**config.mk**
```make
export PLATFORM = sky130hd
export DESIGN_NAME = trs_front
export DESIGN_NICKNAME = d
export VERILOG_FILES = /design/src/trs_pkg.sv /design/src/trs_front.sv
export SDC_FILE = /design/constraint.sdc
export NUM_CORES = 1
export LEC_CHECK = 0
export ABC_CLOCK_PERIOD_IN_PS = 19350
export BUFFER_PORTS_ARGS = -buffer_cell sky130_fd_sc_hd__buf_2
export CORE_AREA = 10 10 221 223
export DETAILED_ROUTE_END_ITERATION = 10
export DIE_AREA = 0 0 231 233
export PLACE_DENSITY_LB_ADDON = 0.25
export SYNTH_ARGS = -nofsm -noshare
export SYNTH_HDL_FRONTEND = slang
export SYNTH_SLANG_ARGS = --single-unit
export TNS_END_PERCENT = 10
```
**constraint.sdc**
```tcl
create_clock -name clk -period 19.35 [get_ports clk]
set_input_delay 3.87 -clock clk [delete_from_list [all_inputs] [get_ports clk]]
set_output_delay 3.87 -clock clk [all_outputs]
set_load 0.03 [all_outputs]
```
**src/trs_pkg.sv**
```systemverilog
// Shared types, constants and helpers for the world/normal matrix builder.
// No dependencies; every other file in src uses this package.
`timescale 1ns / 1ps

package trs_pkg;

	localparam int FRAC_BITS_DEF   = 16;
	localparam int CORDIC_ITER_DEF = 16;
	localparam int RF              = 29;   // fraction bits of rotation terms
	localparam int ANG_F           = 24;   // fraction bits of CORDIC angles
	localparam int TABLE_LEN       = 24;
	localparam int QDEPTH          = 2;    // job queue between front and back
	localparam int DW              = 80;   // divider datapath width
	localparam int QW              = 32;   // quotient bits per division

	typedef struct packed {
		logic signed [31:0] pos_x;
		logic signed [31:0] pos_y;
		logic signed [31:0] pos_z;
		logic signed [31:0] angle_x;
		logic signed [31:0] angle_y;
		logic signed [31:0] angle_z;
		logic signed [31:0] scale_x;
		logic signed [31:0] scale_y;
		logic signed [31:0] scale_z;
	} trs_in_t;

	typedef struct packed {
		logic               which_matrix;
		logic [1:0]         row_index;
		logic signed [31:0] col_0;
		logic signed [31:0] col_1;
		logic signed [31:0] col_2;
		logic signed [31:0] col_3;
		logic               singular;
		logic               last_row;
	} trs_out_t;

	// classified job handed from front to back
	typedef struct packed {
		trs_in_t    item;
		logic [2:0] zero_scale;
	} trs_job_t;

	typedef struct packed {
		logic     valid;
		trs_job_t job;
	} trs_qhead_t;

	// atan(2^-i) in degrees, ANG_F fraction bits
	function automatic logic signed [34:0] step_angle(input logic [4:0] i);
		logic signed [34:0] v;
		case (i)
			5'd0:  v = 35'sd754974720;
			5'd1:  v = 35'sd445687602;
			5'd2:  v = 35'sd235489088;
			5'd3:  v = 35'sd119537938;
			5'd4:  v = 35'sd60000934;
			5'd5:  v = 35'sd30029717;
			5'd6:  v = 35'sd15018523;
			5'd7:  v = 35'sd7509720;
			5'd8:  v = 35'sd3754917;
			5'd9:  v = 35'sd1877466;
			5'd10: v = 35'sd938734;
			5'd11: v = 35'sd469367;
			5'd12: v = 35'sd234684;
			5'd13: v = 35'sd117342;
			5'd14: v = 35'sd58671;
			5'd15: v = 35'sd29335;
			5'd16: v = 35'sd14668;
			5'd17: v = 35'sd7334;
			5'd18: v = 35'sd3667;
			5'd19: v = 35'sd1833;
			5'd20: v = 35'sd917;
			5'd21: v = 35'sd458;
			5'd22: v = 35'sd229;
			5'd23: v = 35'sd115;
			default: v = 35'sd0;
		endcase
		return v;
	endfunction

	function automatic logic signed [31:0] sat32(input logic signed [63:0] v);
		logic signed [31:0] r;
		if (v > 64'sh000000007FFFFFFF)
			r = 32'sh7FFFFFFF;
		else if (v < -64'sh0000000080000000)
			r = 32'sh80000000;
		else
			r = v[31:0];
		return r;
	endfunction

endpackage

```
**src/trs_front.sv**
```systemverilog
// Front end: takes transfers on the command port, flags zero scales and
// queues jobs for the back end. Depends on trs_pkg.
`timescale 1ns / 1ps

module trs_front (
	input  logic               clk,
	input  logic               arst_n,
	input  logic               start,
	output logic               busy,
	input  trs_pkg::trs_in_t   item,
	output trs_pkg::trs_qhead_t head,
	input  logic               take
);

	localparam int PW = (trs_pkg::QDEPTH > 1) ? $clog2(trs_pkg::QDEPTH) : 1;
	localparam int CW = $clog2(trs_pkg::QDEPTH + 1);

	trs_pkg::trs_job_t q_q [trs_pkg::QDEPTH];
	logic [PW-1:0] wptr_q, rptr_q;
	logic [CW-1:0] cnt_q;
	logic          push, pop;
	trs_pkg::trs_job_t job_in;

	assign busy = (cnt_q == CW'(trs_pkg::QDEPTH));
	assign push = start && !busy;
	assign pop  = take && (cnt_q != '0);

	always_comb begin
		job_in.item       = item;
		job_in.zero_scale = {item.scale_z == 32'sd0, item.scale_y == 32'sd0,
			item.scale_x == 32'sd0};
	end

	assign head.valid = (cnt_q != '0);
	assign head.job   = q_q[rptr_q];

	always_ff @(posedge clk) begin
		if (push)
			q_q[wptr_q] <= job_in;
	end

	always_ff @(posedge clk or negedge arst_n) begin
		if (!arst_n) begin
			wptr_q <= '0;
			rptr_q <= '0;
			cnt_q  <= '0;
		end else begin
			if (push)
				wptr_q <= (wptr_q == PW'(trs_pkg::QDEPTH - 1)) ? '0 : wptr_q + 1'b1;
			if (pop)
				rptr_q <= (rptr_q == PW'(trs_pkg::QDEPTH - 1)) ? '0 : rptr_q + 1'b1;
			if (push && !pop)
				cnt_q <= cnt_q + 1'b1;
			else if (pop && !push)
				cnt_q <= cnt_q - 1'b1;
		end
	end

endmodule

```
==> flow_summary.ini, run 1 <==
[clocking]
clkLatencyLatePin_ns = 0.59
clock_sinks = 586
cts_tree = done
clockRootBuffer = clkbuf_16
clockBufferDepth = 3
cts_inserted_buffers = 58
hold_buffers = 0
postCtsSetupBuffers = 0
cts_max_level = 2
clk_pin_slew_ns = 0.06
cts_resized = 0

[routing]
drtIter0Drc = 958
remaining_drc_errors = 0
wl_microns = 54200
ant_nets = 0
firstDrtPassIters = 5
wire_per_inst_microns = 24.3
vias = 11324
viasPerCell = 5.07

[yosys]
ys_seq_area_share_pct = 81.7
synth_top_area_cell = edfxtp_1
synth_seq_cells = 586
synth_top_area_share_pct = 81.3
yosysWarnings = 0
syn_area_per_cell_sq_um = 22.5
syn-num-nets = 1250
synth_area_leaders = edfxtp_1 (81%), mux2_2 (15%), buf_6 (1.6%)
ys_types = 16
syn_inst = 957
netlist_area_sq_mm = 0.0215

[setup_path]
critPathCapture = head[232]
r2r_slack_ns = 16.41
critPathCaptureType = output pin
startpoint = rptr_q$_DFFE_PN0P_
crit_required_ns = 15.48
worstSetupPathType = reg -> out
cp_max_fo = 159
r2r_start = cnt_q[0]$_DFFE_PN0P_
worstSetupStartpointType = flip-flop
r2r_end = q_q[0][53]$_DFFE_PP_
worstPathArrival_ns = 3.20
r2r.worst_path.cells = 5

[sta]
fmax_mhz = 141
rsz0062_at_grt = false
fin_setup_tns_ns = 0
hold_ws_ns = 0.483
worst_pin_slew_ns = 1.15
period_needed_ns = 7.07
finalCritPeriodShare_pct = 36.6
setup_viol = 0
fin_skew_ns = 0.00940
slew_viol_final = 0
finalHoldViolations = 0
relSlewSlack_pct = 23.4

[worst_hold_path]
hold_path.class = reg -> reg

[cells_and_area]
area_growth_pct = 24.7
drive_above_1_share_pct = 59.5
utilization_pct = 60.8
final_nets = 1869
nFillCells = 3323
final_common_cell = buf_2
layout_common_cells = buf_2 (584), edfxtp_1 (582), mux2_2 (291)

[power]
power_density_mw_per_mm2 = 169
ir_drop_mv = 0.120
p_leak_nw = 9.93

[run]
drv_cap = 0

[global_route]
overflow = 0
grt_first_pass_wirelength_microns = 76900
antenna_found_initial = 14
grt_max_degree = 163
grt_pass1_vias = 12029
grtUsageTotal_pct = 19.2

[outcome]
outcome = finished, final reports clean

[floorplanning]
dieHeight_microns = 233
ios = 585
dieArea_sq_mm = 0.0538
die_w_microns = 231
start_util_pct = 48.7
std_cell_rows = 77
core_area_sq_mm = 0.0441

[placed_design]
gp_congestion = 0.847
numPortBuffers = 584
dp_hpwl_microns = 38500
-- per-stage QoR --
stage                     cells  setup WS, ns  area, sq um  power [W]
after global routing       2228         12.13        26800    0.00472
after CTS                  2218         12.23        26800    0.00459
after global placement     2108         12.88        24900    0.00348
final                      2232         12.28        26800    0.00454
after detailed placement   2108         12.88        24900    0.00350
after floorplan             957          2.39        21500    0.00314
-- layer usage --
metal	vias up	GRT usage, %	wire [microns]
li1	5138	-	-
met1	5652	21.7	19700
met2	453	33.4	28500
met5	-	0	21
met3	77	6.18	4490
met4	4	7.54	1390
-- critical path, stage by stage (launching register included) --
cell and delay (ns):
dfrtp_4 1.00, buf_12 0.51, mux2_2 0.47, buf_2 0.20
-- cells in the mapped netlist --
cell,count
and3_1,1
buf_2,1
buf_6,31
dfrtp_1,4
edfxtp_1,582
ha_1,1
inv_1,2
mux2_2,291
nand2_1,2
nand2b_1,1
nand4_1,6
nor2_1,5
nor4_1,24
or2_2,1
xnor2_1,3
xor2_1,2
-- power breakdown --
| group | switching (W) | internal (W) | total, W |
|---|---|---|---|
| Combinational | 0.00111 | 0.000516 | 0.00163 |
| Sequential | 0.0000848 | 0.00174 | 0.00182 |
| Clock | 0.000448 | 0.000638 | 0.00109 |
| Total | 0.00165 | 0.00289 | 0.00454 |
-- registers in the layout (all words and copies together), names as in the netlist --
name    count
q_q       582
cnt_q       2
wptr_q      1
rptr_q      1
-- area by class of cell --
class	count	area, sq um	share of cell area, %
inverter	2	7.51	0.0280
sequential	586	17600	65.5
multi-input combinational	337	3580	13.3
tap	592	741	2.76
timing repair buffer	591	3010	11.2
clock inverter	38	299	1.11
antenna	14	35.0	0.131
clock buffer	72	1570	5.85
-- kinds of logic after synthesis --
logic type    count (synthesis)  synth area share (%)
flops                       586                  81.7
simple gates                 40                  1.08
fa+ha+maj                     1                0.0582
mux                         291                  15.2
buf+inv                      34                  1.68
xor+xnor                      5                 0.204
-- how the worst min path moves through the flow --
stage,from,endpoint,slack [ns],cells after the start
CTS,cnt_q[1]$_DFFE_PN0P_,cnt_q[1]$_DFFE_PN0P_,0.48,1
detailed placement,cnt_q[1]$_DFFE_PN0P_,cnt_q[1]$_DFFE_PN0P_,0.47,1
global placement,cnt_q[1]$_DFFE_PN0P_,cnt_q[1]$_DFFE_PN0P_,0.47,1
global route,cnt_q[1]$_DFFE_PN0P_,cnt_q[1]$_DFFE_PN0P_,0.54,1
finish,cnt_q[1]$_DFFE_PN0P_,cnt_q[1]$_DFFE_PN0P_,0.48,1
floorplan,cnt_q[1]$_DFFE_PN0P_,cnt_q[1]$_DFFE_PN0P_,0.46,1
(Power assumes the default switching activity.)
==> inputs of run 2 (changes only) <==
ABC_CLOCK_PERIOD_IN_PS = 6400   (was 19350)
CORE_AREA = unset   (was 10 10 221 223)
CORE_ASPECT_RATIO = 1.5   (was unset)
CORE_MARGIN = 10   (was unset)
CORE_UTILIZATION = 47   (was unset)
DIE_AREA = unset   (was 0 0 231 233)
clock period = 6.4 ns   (was 19.35 ns; I/O delays follow)
==> flow_summary.ini, run 2 (synthesis gave the netlist of run 1 again) <==
[global_route]
overflow = 0
grtUsageTotal_pct = 18.3
grt_pass1_vias = 12131
grt_max_degree = 161
grt_first_pass_wirelength_microns = 76000
antenna_found_initial = 23

[setup_path]
worstSetupStartpointType = flip-flop
worstPathArrival_ns = 2.96
slowest_stage = dfrtp_4
path_cells = buf_4 -> mux2_2 -> buf_2
worstSetupPathType = reg -> out
r2r_end = q_q[0][189]$_DFFE_PP_
startpoint = rptr_q$_DFFE_PN0P_
r2r_start = cnt_q[0]$_DFFE_PN0P_
cp_max_fo = 78
slowest_delay_ns = 1.14
critPathCaptureType = output pin
r2r_slack_ns = 4.21
r2r.worst_path.cells = 4
crit_required_ns = 5.12

[power]
p_comb_share_pct = 36.6
p_leak_nw = 9.81
p_int_w = 0.00842
seq_power_share_pct = 41.6
swShare_pct = 36.7
clockPowerShare_pct = 21.8
power_density_mw_per_mm2 = 501
ir_drop_mv = 0.419
switching_power_w = 0.00489
p_total_w = 0.0133

[sta]
setup_viol = 0
finalHoldViolations = 0
slew_viol_final = 0
fmax_mhz = 236
fin_skew_ns = 0.00983
worst_pin_slew_ns = 1.12
finalCritPeriodShare_pct = 66.3
rsz0062_at_grt = false
relSlewSlack_pct = 25.1
period_needed_ns = 4.24

[routing]
wl_microns = 53100
top_layer = met5
wire_per_inst_microns = 24.0
wl_met3_microns = 4810
ant_nets = 0
viasPerCell = 5.10
drtIter0Drc = 570
met2_length_microns = 28100
firstDrtPassIters = 4
vias = 11273
remaining_drc_errors = 0
wl_met1_microns = 18100

[clocking]
clockBufferDepth = 3
cts_resized = 0
postCtsSetupBuffers = 0
clkLatencyLatePin_ns = 0.55
cts_tree = done
clk_pin_slew_ns = 0.06
clock_sinks = 586
clockRootBuffer = clkbuf_16
cts_max_level = 2
hold_buffers = 0
cts_inserted_buffers = 52

[worst_hold_path]
hold_path.class = reg -> reg
whs_endpoint = cnt_q[1]$_DFFE_PN0P_
whs_path_depth = 1
hp-start = cnt_q[1]$_DFFE_PN0P_

[cells_and_area]
seq_area_sq_mm = 0.0176
layout_common_cells = buf_2 (584), edfxtp_1 (582), mux2_2 (291)
drive_above_1_share_pct = 59.5
reg_top3 = q_q x582, cnt_q x2
area_growth_pct = 23.6
final_area_sq_mm = 0.0266
multi_input_area_sq_mm = 0.00358
largest_reg_flops = 582
nFillCells = 3439
final_common_cell = buf_2
final_nets = 1863
top_register = q_q

[floorplanning]
dieArea_sq_mm = 0.0549
dieHeight_microns = 282
start_util_pct = 47.7
std_cell_rows = 95
core_area_sq_mm = 0.0450
die_w_microns = 195
ios = 585

[placed_design]
gp_congestion = 0.804
numPortBuffers = 584
dp_hpwl_microns = 38000
postPlaceCellArea_sq_mm = 0.0249

[outcome]
outcome = finished, final reports clean

[run]
drv_cap = 0
-- run 2: cell count changes in the layout (fill, tap and decap cells not counted), moves of 2 or more --
cell and change:
clkbuf_16 -8, diode_2 +4, buf_12 +3, buf_4 -3, bufinv_16 -3, clkbuf_1 -3, clkinv_1 -3, inv_6 +2
-- run 2: worst max path at each step --
stage / endpoint / slack (ns) / cells after the start
CTS: head[213] / 2.08 / 3
detailed placement: head[213] / 2.71 / 3
global route: head[213] / 1.96 / 3
global placement: head[268] / 2.78 / 3
floorplan: q_q[1][0]$_DFFE_PP_ / -2.21 / 1
finish: head[213] / 2.16 / 3
-- run 2: cell type report --
type | instances | share of cell area (%)
Antenna cell | 18 | 0.170
Clock buffer | 61 | 5.10
Clock inverter | 35 | 0.852
Inverter | 2 | 0.0283
Multi-Input combinational cell | 337 | 13.5
Sequential cell | 586 | 66.2
Tap cell | 582 | 2.74
Timing Repair Buffer | 591 | 11.5
-- run 2: metrics by stage --
stage               hold WS [ns]  cells  utilization, %  worst slack [ns]  TNS (ns)
global placement           0.477   2098            55.4              2.78         0
floorplan                  0.456    957               -             -2.21   -643.98
finish                     0.502   2212            59.0              2.16         0
global route               0.500   2209            59.0              1.96         0
detailed placement         0.491   2098            55.4              2.71         0
CTS                        0.491   2194            58.9              2.08         0
-- run 2: power groups by stage --
stage / clock (W) / sequential, W / combinational (W)
after floorplan: 0 / 0.00566 / 0.00367
after global routing: 0.00312 / 0.00561 / 0.00515
after CTS: 0.00298 / 0.00554 / 0.00498
after detailed placement: 0 / 0.00562 / 0.00495
after global placement: 0 / 0.00557 / 0.00494
final: 0.00290 / 0.00553 / 0.00487
-- run 2: layer usage --
| metal | GRT usage (%) | vias up |
|---|---|---|
| met4 | 8.17 | 12 |
| met3 | 6.42 | 106 |
| met2 | 32.1 | 482 |
| met1 | 19.4 | 5557 |
| met5 | 0 | - |
| li1 | - | 5116 |
-- run 2: critical path, delay by kind of cell, from the launching register on --
family,cells,cell delay [ns]
flip-flops,1,1.14
buffers and inverters,2,0.77
multiplexers,1,0.41
==> inputs of run 3 (changes only) <==
ABC_CLOCK_PERIOD_IN_PS = 3900   (was 6400)
clock period = 3.9 ns   (was 6.4 ns; I/O delays follow)
==> flow_summary.ini, run 3 (synthesis gave the netlist of run 1 again) <==
[setup_path]
r2r_end = q_q[1][4]$_DFFE_PP_
cp_top_family = buffers and inverters
worstSetupStartpointType = flip-flop
slowest_stage = dfrtp_4
path_cells = buf_12 -> mux2_2 -> buf_2
path_buf_inv = 2
cp_max_fo = 97
r2r.worst_path.cells = 3
worstPathArrival_ns = 2.19
r2r_start = cnt_q[0]$_DFFE_PN0P_
critPathCaptureType = output pin
worstSetupPathType = reg -> out
slowest_delay_ns = 0.47
r2r_slack_ns = 1.74
crit_required_ns = 3.12

[placed_design]
postPlaceCellArea_sq_mm = 0.0251
pre_cts_slack_ns = 1.51
dp_hpwl_microns = 38900
gp_congestion = 0.794
numPortBuffers = 584

[sta]
worst_slack_ns = 0.928
slew_viol_final = 0
fin_skew_ns = 0.0102
finalCritPeriodShare_pct = 76.2
relSlewSlack_pct = 53.3
setup_viol = 0
fin_setup_tns_ns = 0
period_needed_ns = 2.97
fmax_mhz = 336
rsz0062_at_grt = false
finalHoldViolations = 0
worst_pin_slew_ns = 0.700

[global_route]
overflow = 0
antenna_found_initial = 18
grtUsageTotal_pct = 18.6
grt_max_degree = 111
grt_pass1_vias = 12249
grt_first_pass_wirelength_microns = 76900

[power]
p_total_w = 0.0221
p_leak_nw = 9.87
power_density_mw_per_mm2 = 826
ir_drop_mv = 0.538

[clocking]
clock_sinks = 586
cts_tree = done
cts_max_level = 2
cts_inserted_buffers = 52
clockRootBuffer = clkbuf_16
clockBufferDepth = 3
clk_pin_slew_ns = 0.07
clkLatencyLatePin_ns = 0.57

[routing]
wire_per_inst_microns = 24.4
firstDrtPassIters = 4
drtIter0Drc = 699
remaining_drc_errors = 0
viasPerCell = 5.12
wl_microns = 54100
vias = 11353
ant_nets = 0

[cells_and_area]
final_common_cell = buf_2
top_register = q_q
final_nets = 1870
layout_common_cells = buf_2 (584), edfxtp_1 (582), mux2_2 (291)
area_growth_pct = 24.3
final_area_sq_mm = 0.0267
reg_top3 = q_q x582, cnt_q x2
largest_reg_flops = 582
drive_above_1_share_pct = 59.3

[floorplanning]
core_area_sq_mm = 0.0450
dieHeight_microns = 282
start_util_pct = 47.7
dieArea_sq_mm = 0.0549
std_cell_rows = 95
die_w_microns = 195
ios = 585

[run]
drv_cap = 0

[worst_hold_path]
whs_endpoint = q_q[0][233]$_DFFE_PP_
whs_path_depth = 1
hp-start = item[230]
hold_path.class = in -> reg

[outcome]
outcome = finished, final reports clean
==> run 3: changes by cell type in the layout (fill, tap and decap cells not counted), moves of 2 or more <==
cell	delta
clkinv_2	-8
clkbuf_1	+3
clkinv_1	+3
bufinv_16	+2
diode_2	-3
buf_12	+5
==> run 3: worst max path at each step <==
stage                             startpoint                    end  slack, ns  cells after the start
after detailed placement               start  q_q[1][281]$_DFFE_PP_       1.51                      3
after global routing      rptr_q$_DFFE_PN0P_              head[174]       0.86                      3
final                     rptr_q$_DFFE_PN0P_              head[232]       0.93                      3
after CTS                 rptr_q$_DFFE_PN0P_              head[232]       0.91                      3
after global placement                 start  q_q[1][281]$_DFFE_PP_       1.53                      3
after floorplan                        start    q_q[0][0]$_DFFE_PP_      -1.64                      2
==> run 3: area by class of cell <==
cell class                 instances  area, sq um
tap                              582          728
timing repair buffer             598         3170
antenna                           15         37.5
clock inverter                    32          255
sequential                       586        17600
clock buffer                      64         1370
inverter                           2         7.51
multi-input combinational        337         3590
fill                            3451        18300
==> run 3: routing by layer <==
layer,track usage [%],share of wire (%),vias up
met5,0,0.13,-
met4,8.38,3.9,10
met3,5.93,8.0,108
met2,32.6,52,453
met1,20.2,36,5657
li1,-,-,5125
==> run 3: timing repair <==
item | CTS | global route
resized for setup | 0 | 0
setup buffers | 0 | 0
hold endpoints to repair | 4 | 0
hold buffers | 1 | 0
==> run 3: stage by stage <==
step	hold WS, ns	utilization, %	instances
2_1_floorplan	0.456	-	957
3_3_place_gp	0.476	55.6	2104
3_5_place_dp	0.488	55.6	2104
4_1_cts	0.358	59.3	2201
5_1_grt	0.365	59.3	2210
6_report	0.395	59.4	2216
==> run 3: power breakdown <==
part           total (W)  internal [W]  switching (W)
Combinational    0.00829       0.00265        0.00564
Sequential       0.00890       0.00860       0.000300
Clock            0.00490       0.00275        0.00215
